### src/rtl/pcm_pkg.sv
// Shared types and constants for the permutation crossover/mutate block.
// No dependencies; imported by permutation_crossover_mutate.
`timescale 1ns / 1ps

package pcm_pkg;

  localparam int MAX_TOUR = 32;
  localparam int ADDR_W   = $clog2(MAX_TOUR);
  localparam int CITY_W   = 5;
  localparam int CNT_W    = $clog2(MAX_TOUR + 1);

  localparam logic [CNT_W-1:0] CITY_COUNT_RST = CNT_W'(10);
  localparam logic [CNT_W-1:0] TOUR_MIN       = CNT_W'(2);
  localparam logic [CNT_W-1:0] TOUR_MAX       = CNT_W'(MAX_TOUR);

  typedef enum logic [2:0] {
    ST_LOAD,
    ST_FILL_RD,
    ST_FILL_USE,
    ST_FILL_END,
    ST_EMIT_RD,
    ST_EMIT_LD
  } state_t;

endpackage

### src/rtl/permutation_crossover_mutate.sv
// Position-based crossover of two parent tours with an adjacent-swap mutation.
// Depends on pcm_pkg for widths, the tour limit and the sequencer states.
//
//   channel | dir | tdata (low bit up)                        | tuser / tlast
//   in_     | in  | first[4:0] second[9:5] swap_pos[14:10]    | tuser = keep bit
//   out_    | out | child_city[4:0]                           | tuser = valid, tlast = last
//   cfg_    | in  | city_count[5:0]                           | write enable only
//
// Loading takes one transfer per cycle. After the final item of a child the
// fill pass reads the second-parent memory in ST_FILL_RD and uses the city in
// ST_FILL_USE for each position, stays in ST_FILL_USE for each filled position
// skipped, and closes in ST_FILL_END; emission reads the child memory in
// ST_EMIT_RD and loads the output register in ST_EMIT_LD for each city. The
// input stays closed during fill and emission.
// Reset (rst_n low, synchronous) sets city_count to 10 and empties the loader.
// A stalled output holds its register and the sequencer; the input reopens
// only once the last city of the child sits in the output register.
`timescale 1ns / 1ps

module permutation_crossover_mutate
  import pcm_pkg::*;
(
  input  logic        clk,
  input  logic        rst_n,
  // configuration
  input  logic        cfg_wr_en,
  input  logic [5:0]  cfg_wdata,     // city_count
  // input items
  input  logic        in_tvalid,
  output logic        in_tready,
  input  logic [15:0] in_tdata,      // first_parent_city, second_parent_city, swap_position
  input  logic        in_tuser,      // keep_from_first
  // result items
  output logic        out_tvalid,
  input  logic        out_tready,
  output logic [7:0]  out_tdata,     // child_city
  output logic        out_tuser,     // valid_res
  output logic        out_tlast      // last_city
);

  // memories: second parent and child tour
  logic [CITY_W-1:0] sp_mem    [MAX_TOUR];
  logic [CITY_W-1:0] child_mem [MAX_TOUR];
  logic [CITY_W-1:0] sp_q_r;
  logic [CITY_W-1:0] child_q_r;

  state_t               state_r, state_nxt;
  logic [CNT_W-1:0]     city_count_r, city_count_nxt;
  logic [CNT_W-1:0]     loaded_r, loaded_nxt;
  logic [CNT_W-1:0]     idx_r, idx_nxt;
  logic [CNT_W-1:0]     place_r, place_nxt;
  logic [MAX_TOUR-1:0]  present_r, present_nxt;
  logic [MAX_TOUR-1:0]  filled_r, filled_nxt;
  logic                 ok_r, ok_nxt;
  logic [ADDR_W-1:0]    swap_r, swap_nxt;
  logic                 out_valid_r, out_valid_nxt;
  logic [CITY_W-1:0]    out_city_r, out_city_nxt;
  logic                 out_last_r, out_last_nxt;
  logic                 out_ok_r, out_ok_nxt;

  logic [CNT_W-1:0]     tour_len;
  logic [CNT_W-1:0]     last_idx;
  logic [MAX_TOUR:0]    len_mask_full;
  logic [MAX_TOUR-1:0]  len_mask;

  logic [CITY_W-1:0]    in_first;
  logic [CITY_W-1:0]    in_second;
  logic [CITY_W-1:0]    in_swap;
  logic                 in_fire;
  logic [CNT_W-1:0]     load_idx;
  logic [MAX_TOUR-1:0]  present_base;
  logic [MAX_TOUR-1:0]  filled_base;
  logic                 ok_base;

  logic                 child_we;
  logic [ADDR_W-1:0]    child_waddr;
  logic [CITY_W-1:0]    child_wdata;
  logic                 sp_we;
  logic                 sp_rd_en;
  logic                 child_rd_en;
  logic [ADDR_W-1:0]    child_raddr;
  logic [ADDR_W-1:0]    swap_next;
  logic [ADDR_W-1:0]    emit_pos;
  logic                 elig;

  // unpack the input transfer
  assign in_first  = in_tdata[4:0];
  assign in_second = in_tdata[9:5];
  assign in_swap   = in_tdata[14:10];

  // clamp the tour length and build the mask of live positions
  always_comb begin
    if (city_count_r < TOUR_MIN) begin
      tour_len = TOUR_MIN;
    end else if (city_count_r > TOUR_MAX) begin
      tour_len = TOUR_MAX;
    end else begin
      tour_len = city_count_r;
    end
    last_idx      = tour_len - CNT_W'(1);
    len_mask_full = ((MAX_TOUR+1)'(1) << tour_len) - (MAX_TOUR+1)'(1);
    len_mask      = len_mask_full[MAX_TOUR-1:0];
  end

  assign in_tready = (state_r == ST_LOAD);
  assign in_fire   = in_tvalid && in_tready;
  assign load_idx  = (loaded_r >= tour_len) ? '0 : loaded_r;

  // start a fresh child on position zero
  assign present_base = (load_idx == '0) ? '0 : present_r;
  assign filled_base  = (load_idx == '0) ? '0 : filled_r;
  assign ok_base      = (load_idx == '0) ? 1'b1 : ok_r;

  // swap partner and remapped emit address
  assign swap_next = (CNT_W'(swap_r) == last_idx) ? '0 : swap_r + ADDR_W'(1);
  assign emit_pos  = idx_r[ADDR_W-1:0];
  always_comb begin
    if (emit_pos == swap_r) begin
      child_raddr = swap_next;
    end else if (emit_pos == swap_next) begin
      child_raddr = swap_r;
    end else begin
      child_raddr = emit_pos;
    end
  end

  assign elig = (CNT_W'(sp_q_r) < tour_len) && !present_r[sp_q_r];

  // sequencer: load, fill from second parent, emit
  always_comb begin
    state_nxt      = state_r;
    city_count_nxt = city_count_r;
    loaded_nxt     = loaded_r;
    idx_nxt        = idx_r;
    place_nxt      = place_r;
    present_nxt    = present_r;
    filled_nxt     = filled_r;
    ok_nxt         = ok_r;
    swap_nxt       = swap_r;
    out_valid_nxt  = out_valid_r && !out_tready;
    out_city_nxt   = out_city_r;
    out_last_nxt   = out_last_r;
    out_ok_nxt     = out_ok_r;
    child_we       = 1'b0;
    child_waddr    = load_idx[ADDR_W-1:0];
    child_wdata    = '0;
    sp_we          = 1'b0;
    sp_rd_en       = 1'b0;
    child_rd_en    = 1'b0;

    case (state_r)
      ST_LOAD: begin
        if (in_fire) begin
          // store second parent, place kept cities right away
          sp_we       = 1'b1;
          child_we    = 1'b1;
          child_waddr = load_idx[ADDR_W-1:0];
          child_wdata = in_tuser ? in_first : '0;
          present_nxt = present_base;
          filled_nxt  = filled_base;
          ok_nxt      = ok_base;
          if (in_tuser) begin
            filled_nxt[load_idx[ADDR_W-1:0]] = 1'b1;
            present_nxt[in_first]            = 1'b1;
            if ((CNT_W'(in_first) >= tour_len) || present_base[in_first]) begin
              ok_nxt = 1'b0;
            end
          end
          if (load_idx == last_idx) begin
            loaded_nxt = '0;
            idx_nxt    = '0;
            place_nxt  = '0;
            swap_nxt   = (CNT_W'(in_swap) > last_idx) ? last_idx[ADDR_W-1:0] : in_swap;
            state_nxt  = ST_FILL_RD;
          end else begin
            loaded_nxt = load_idx + CNT_W'(1);
          end
        end
      end

      ST_FILL_RD: begin
        sp_rd_en  = 1'b1;
        state_nxt = ST_FILL_USE;
      end

      ST_FILL_USE: begin
        if (!elig) begin
          // skip cities out of range or already present
          if (idx_r == last_idx) begin
            state_nxt = ST_FILL_END;
          end else begin
            idx_nxt   = idx_r + CNT_W'(1);
            state_nxt = ST_FILL_RD;
          end
        end else if (place_r >= tour_len) begin
          state_nxt = ST_FILL_END;
        end else if (filled_r[place_r[ADDR_W-1:0]]) begin
          place_nxt = place_r + CNT_W'(1);
        end else begin
          child_we                          = 1'b1;
          child_waddr                       = place_r[ADDR_W-1:0];
          child_wdata                       = sp_q_r;
          filled_nxt[place_r[ADDR_W-1:0]]   = 1'b1;
          present_nxt[sp_q_r]               = 1'b1;
          place_nxt                         = place_r + CNT_W'(1);
          if (idx_r == last_idx) begin
            state_nxt = ST_FILL_END;
          end else begin
            idx_nxt   = idx_r + CNT_W'(1);
            state_nxt = ST_FILL_RD;
          end
        end
      end

      ST_FILL_END: begin
        // any unfilled position spoils the child
        if (filled_r != len_mask) begin
          ok_nxt = 1'b0;
        end
        idx_nxt   = '0;
        state_nxt = ST_EMIT_RD;
      end

      ST_EMIT_RD: begin
        if (!out_valid_r || out_tready) begin
          child_rd_en = 1'b1;
          state_nxt   = ST_EMIT_LD;
        end
      end

      ST_EMIT_LD: begin
        out_valid_nxt = 1'b1;
        out_city_nxt  = child_q_r;
        out_last_nxt  = (idx_r == last_idx);
        out_ok_nxt    = ok_r;
        if (idx_r == last_idx) begin
          state_nxt = ST_LOAD;
        end else begin
          idx_nxt   = idx_r + CNT_W'(1);
          state_nxt = ST_EMIT_RD;
        end
      end

      default: begin
        state_nxt = ST_LOAD;
      end
    endcase

    // configuration write drops any partial child
    if (cfg_wr_en) begin
      city_count_nxt = cfg_wdata;
      loaded_nxt     = '0;
    end
  end

  // control registers
  always_ff @(posedge clk) begin
    if (!rst_n) begin
      state_r      <= ST_LOAD;
      city_count_r <= CITY_COUNT_RST;
      loaded_r     <= '0;
      out_valid_r  <= 1'b0;
    end else begin
      state_r      <= state_nxt;
      city_count_r <= city_count_nxt;
      loaded_r     <= loaded_nxt;
      out_valid_r  <= out_valid_nxt;
    end
  end

  // working and payload registers
  always_ff @(posedge clk) begin
    idx_r      <= idx_nxt;
    place_r    <= place_nxt;
    present_r  <= present_nxt;
    filled_r   <= filled_nxt;
    ok_r       <= ok_nxt;
    swap_r     <= swap_nxt;
    out_city_r <= out_city_nxt;
    out_last_r <= out_last_nxt;
    out_ok_r   <= out_ok_nxt;
  end

  // second-parent memory
  always_ff @(posedge clk) begin
    if (sp_we) begin
      sp_mem[load_idx[ADDR_W-1:0]] <= in_second;
    end
    if (sp_rd_en) begin
      sp_q_r <= sp_mem[idx_r[ADDR_W-1:0]];
    end
  end

  // child memory
  always_ff @(posedge clk) begin
    if (child_we) begin
      child_mem[child_waddr] <= child_wdata;
    end
    if (child_rd_en) begin
      child_q_r <= child_mem[child_raddr];
    end
  end

  // result channel
  assign out_tvalid = out_valid_r;
  assign out_tdata  = {{(8-CITY_W){1'b0}}, out_city_r};
  assign out_tuser  = out_ok_r;
  assign out_tlast  = out_last_r;

endmodule
### config.mk
export PLATFORM = sky130hd
export DESIGN_NAME = permutation_crossover_mutate
export DESIGN_NICKNAME = d
export VERILOG_FILES = /design/src/rtl/pcm_pkg.sv /design/src/rtl/permutation_crossover_mutate.sv
export SDC_FILE = /design/constraint.sdc
export NUM_CORES = 1
export LEC_CHECK = 0
export ABC_AREA = 1
export BUFFER_PORTS_ARGS = -buffer_cell sky130_fd_sc_hd__clkbuf_2
export CORE_MARGIN = 4
export CORE_UTILIZATION = 50
export CTS_CLUSTER_DIAMETER = 100
export DETAILED_ROUTE_END_ITERATION = 10
export GPL_TIMING_DRIVEN = 0
export PLACE_DENSITY = 0.74
export SYNTH_ARGS = -nofsm -noshare
export SYNTH_HDL_FRONTEND = slang
export SYNTH_SLANG_ARGS = --single-unit
### constraint.sdc
create_clock -name clk -period 7.8 [get_ports clk]
set_clock_uncertainty 0.05 [all_clocks]
set_input_delay 1.56 -clock clk [delete_from_list [all_inputs] [get_ports clk]]
set_output_delay 1.56 -clock clk [all_outputs]
set_load 0.01 [all_outputs]
==> results.txt <==
P_leak -> 0.0102 uW
H-Tree Depth -> 2
CP endpoint kind -> register
worst-margin pin slew -> 1.39 ns
max cap viols -> 0
syn avg cell area -> 9.16 um^2
crit path from -> city_count_r[2]
TritonCTS Buffers -> 48
worst path required time -> 8.08 ns
initial antenna violation count -> 1
min-delay src -> child_q_r[4]
largest net degree at the start of global routing -> 37
Hold Path Class -> reg -> reg
vias per cell -> 5.96
clk buf depth -> 3
Final min period -> 5.71 ns
Core ar. -> 45800 um^2
via total after detailed routing -> 19549
drt wl/cell -> 21.0 um
max frequency -> 175 MHz
post-DP HPWL -> 49200 um
CTS tree -> yes
nets -> 2702
prevailing post-synth register cell -> edfxtp_1
Die Y-Extent -> 224 um
clock-pin slew on the worst setup and hold paths -> 0.06 ns
initial cell density of the core -> 51.0%
Antenna Nets Post-Route -> 0
Pwr Total -> 9000 uW
setup bufs post-CTS -> 0
Synth warnings -> 0
vias in the first global route -> 18867
register area -> 12900 um^2
Iter 0 DRT Violations -> 2814
final WL -> 68800 um
Synth top cells by count -> nand2_1 (430), edfxtp_1 (419), inv_1 (298)
first-pass GRT wire length -> 105000 um
Die X -> 224 um
top cells by area, synth -> edfxtp_1 (54%), nand2_1 (6.9%), nand3_1 (5.2%), inv_1 (4.8%), nor2_1 (4.3%)
GRT Residual Overflow -> 0
area taken by multi-input logic gates -> 8730 um^2
register area share after synthesis -> 55.3%
Clock Root Buffer -> clkbuf_16
Synth top area share -> 53.9%
synthesized instance count -> 2546
Mapped Area -> 23300 um^2
Fillers -> 3892
Fin. Hold Viols -> 0
peak supply drop -> 0.000196 V
Buffers on Ports -> 34
post-cts hold buffer count -> 0
Min Hold Slack -> 0.373 ns
flop and latch count out of synthesis -> 435
CP Max Fanout -> 13
critical path class -> reg -> reg
status -> completed
Post-synth EDFFs -> 419
share of the cycle needed by the critical path after routing -> 73.1%
DRC Markers -> 0
post-cts repair resize count -> 0
WP data arrival -> 5.98 ns
Synth area leader -> edfxtp_1
Clock Latency Late Sink -> 0.60 ns
Post-Layout Cell Count -> 3278
GRT Total Usage -> 26.6%
RR Startpoint -> city_count_r[2]
row cnt -> 78
layout cell share with drive strength beyond 1 -> 7.65%
placed cell count -> 3188
clock tree sinks -> 435
Slew Limit Fails -> 0
Syn-to-layout area delta -> 11.3%
final setup fails -> 0
Power Dens Cells -> 347 nW/um^2
CP Launch Type -> register
ANT cells -> 0
most common cell in the synthesized netlist -> nand2_1
number of top-level pins -> 40
setup_tns -> 0 ns
drt pass-1 iters -> 9
relative slew slack -> 6.70%
RSZ-0062 raised after global routing -> no
Die ar. -> 50200 um^2
routability congestion estimate -> 0.962
Netlist cell types -> 55
Synth async-reset ratio -> 0%
## where the power goes
part / total, uW / leakage, uW / internal [uW] / switching, uW
Sequential: 3220 / 0.00401 / 2950 / 272
Combinational: 3610 / 0.00549 / 1090 / 2520
Clock: 2170 / 0.000704 / 1230 / 946
Total: 9000 / 0.0102 / 5260 / 3740
## stage by stage
step                      setup WS (ns)  instance area, um^2  util (%)
after floorplan                    2.83                23300         -
after global placement            0.797                24300      53.0
after detailed placement           2.27                24500      53.5
after CTS                          2.26                26000      56.7
after global routing               1.80                26000      56.7
final                              2.09                26000      56.7
## path summary, 6_finish.rpt
path         depth (start not counted)  slack [ns]            end
max reg2reg                         24        2.09           ok_r
min                                  0        0.37  out_city_r[4]
min reg2reg                          0        0.37  out_city_r[4]
max                                 24        2.09           ok_r
## worst max-delay path, cell delays in order (launching register included)
cell      delay [ns]
dfxtp_1         0.31
buf_6           0.14
nor2_4          0.15
nand3_2         0.10
a21oi_4         0.32
clkinv_1        0.49
ha_1            0.45
nand2_1         0.09
nor2_1          0.06
a211oi_1        0.19
nand2_1         0.08
nor2_1          0.17
inv_2           0.13
nor2_1          0.31
inv_1           0.16
ha_1            0.38
nand3_1         0.28
buf_2           0.35
buf_2           0.38
nand3_1         0.11
o21ai_1         0.11
nor2_1          0.06
o22ai_1         0.19
nand3b_1        0.27
a21oi_1         0.10
## metal layers
layer | global-route usage (%) | vias up | part of all wire (%)
met3 | 4.95 | 204 | 9.5
met5 | 0 | - | 0.019
met1 | 35.3 | 9156 | 39
li1 | - | 9018 | -
met4 | 10.7 | 2 | 4.0
met2 | 43.4 | 1169 | 47
## flip-flops by register name, indices dropped and copies added (netlist names), 3 cells and up
name / flops
child_mem: 160
sp_mem: 160
filled_r: 32
present_r: 32
city_count_r: 6
idx_r: 6
loaded_r: 6
place_r: 6
child_q_r: 5
out_city_r: 5
sp_q_r: 5
swap_r: 5
state_r: 3
## logic make-up (layout without fill, tap and decap cells)
family | count (synthesis) | after routing | synth area share [%]
AOI/OAI and AO/OA | 484 | 484 | 12.2
xor gates and xnor gates | 67 | 67 | 2.52
adders and majority gates | 36 | 36 | 1.93
buffers and inverters | 438 | 568 | 7.62
DFF | 435 | 435 | 55.3
other | 2 | 4 | 0.0322
and+or+nand+nor | 1084 | 1084 | 20.5
## cell usage in the layout (no fill, tap or decap), drive strengths merged, types with 3 or more instances in the layout
| cell type | n |
|---|---|
| a22oi | 49 |
| o22ai | 29 |
| nor3 | 64 |
| or2 | 6 |
| xor2 | 51 |
| ha | 35 |
| nand4 | 32 |
| nor2 | 280 |
| dfxtp | 16 |
| a21oi | 135 |
| o211ai | 6 |
| a211oi | 14 |
| clkbuf | 170 |
| o32ai | 8 |
| nand2 | 439 |
| a22o | 3 |
| nand3b | 5 |
| o21ai | 188 |
| o221ai | 18 |
| nor4 | 3 |
| buf | 54 |
| edfxtp | 419 |
| a31oi | 17 |
| nand3 | 253 |
| xnor2 | 16 |
| clkinvlp | 5 |
| clkinv | 24 |
| o31ai | 7 |
| inv | 313 |
| conb | 4 |
## layout make-up
cell class	count	share of cell area, %
clock inverter	25	0.761
sequential	435	49.7
timing repair buffer	41	1.28
inverter	319	4.61
clock buffer	64	4.94
tap	600	2.89
multi-input combinational	1675	33.6
buffer	119	2.24
Note: power is estimated with default switching activity, not from simulation.
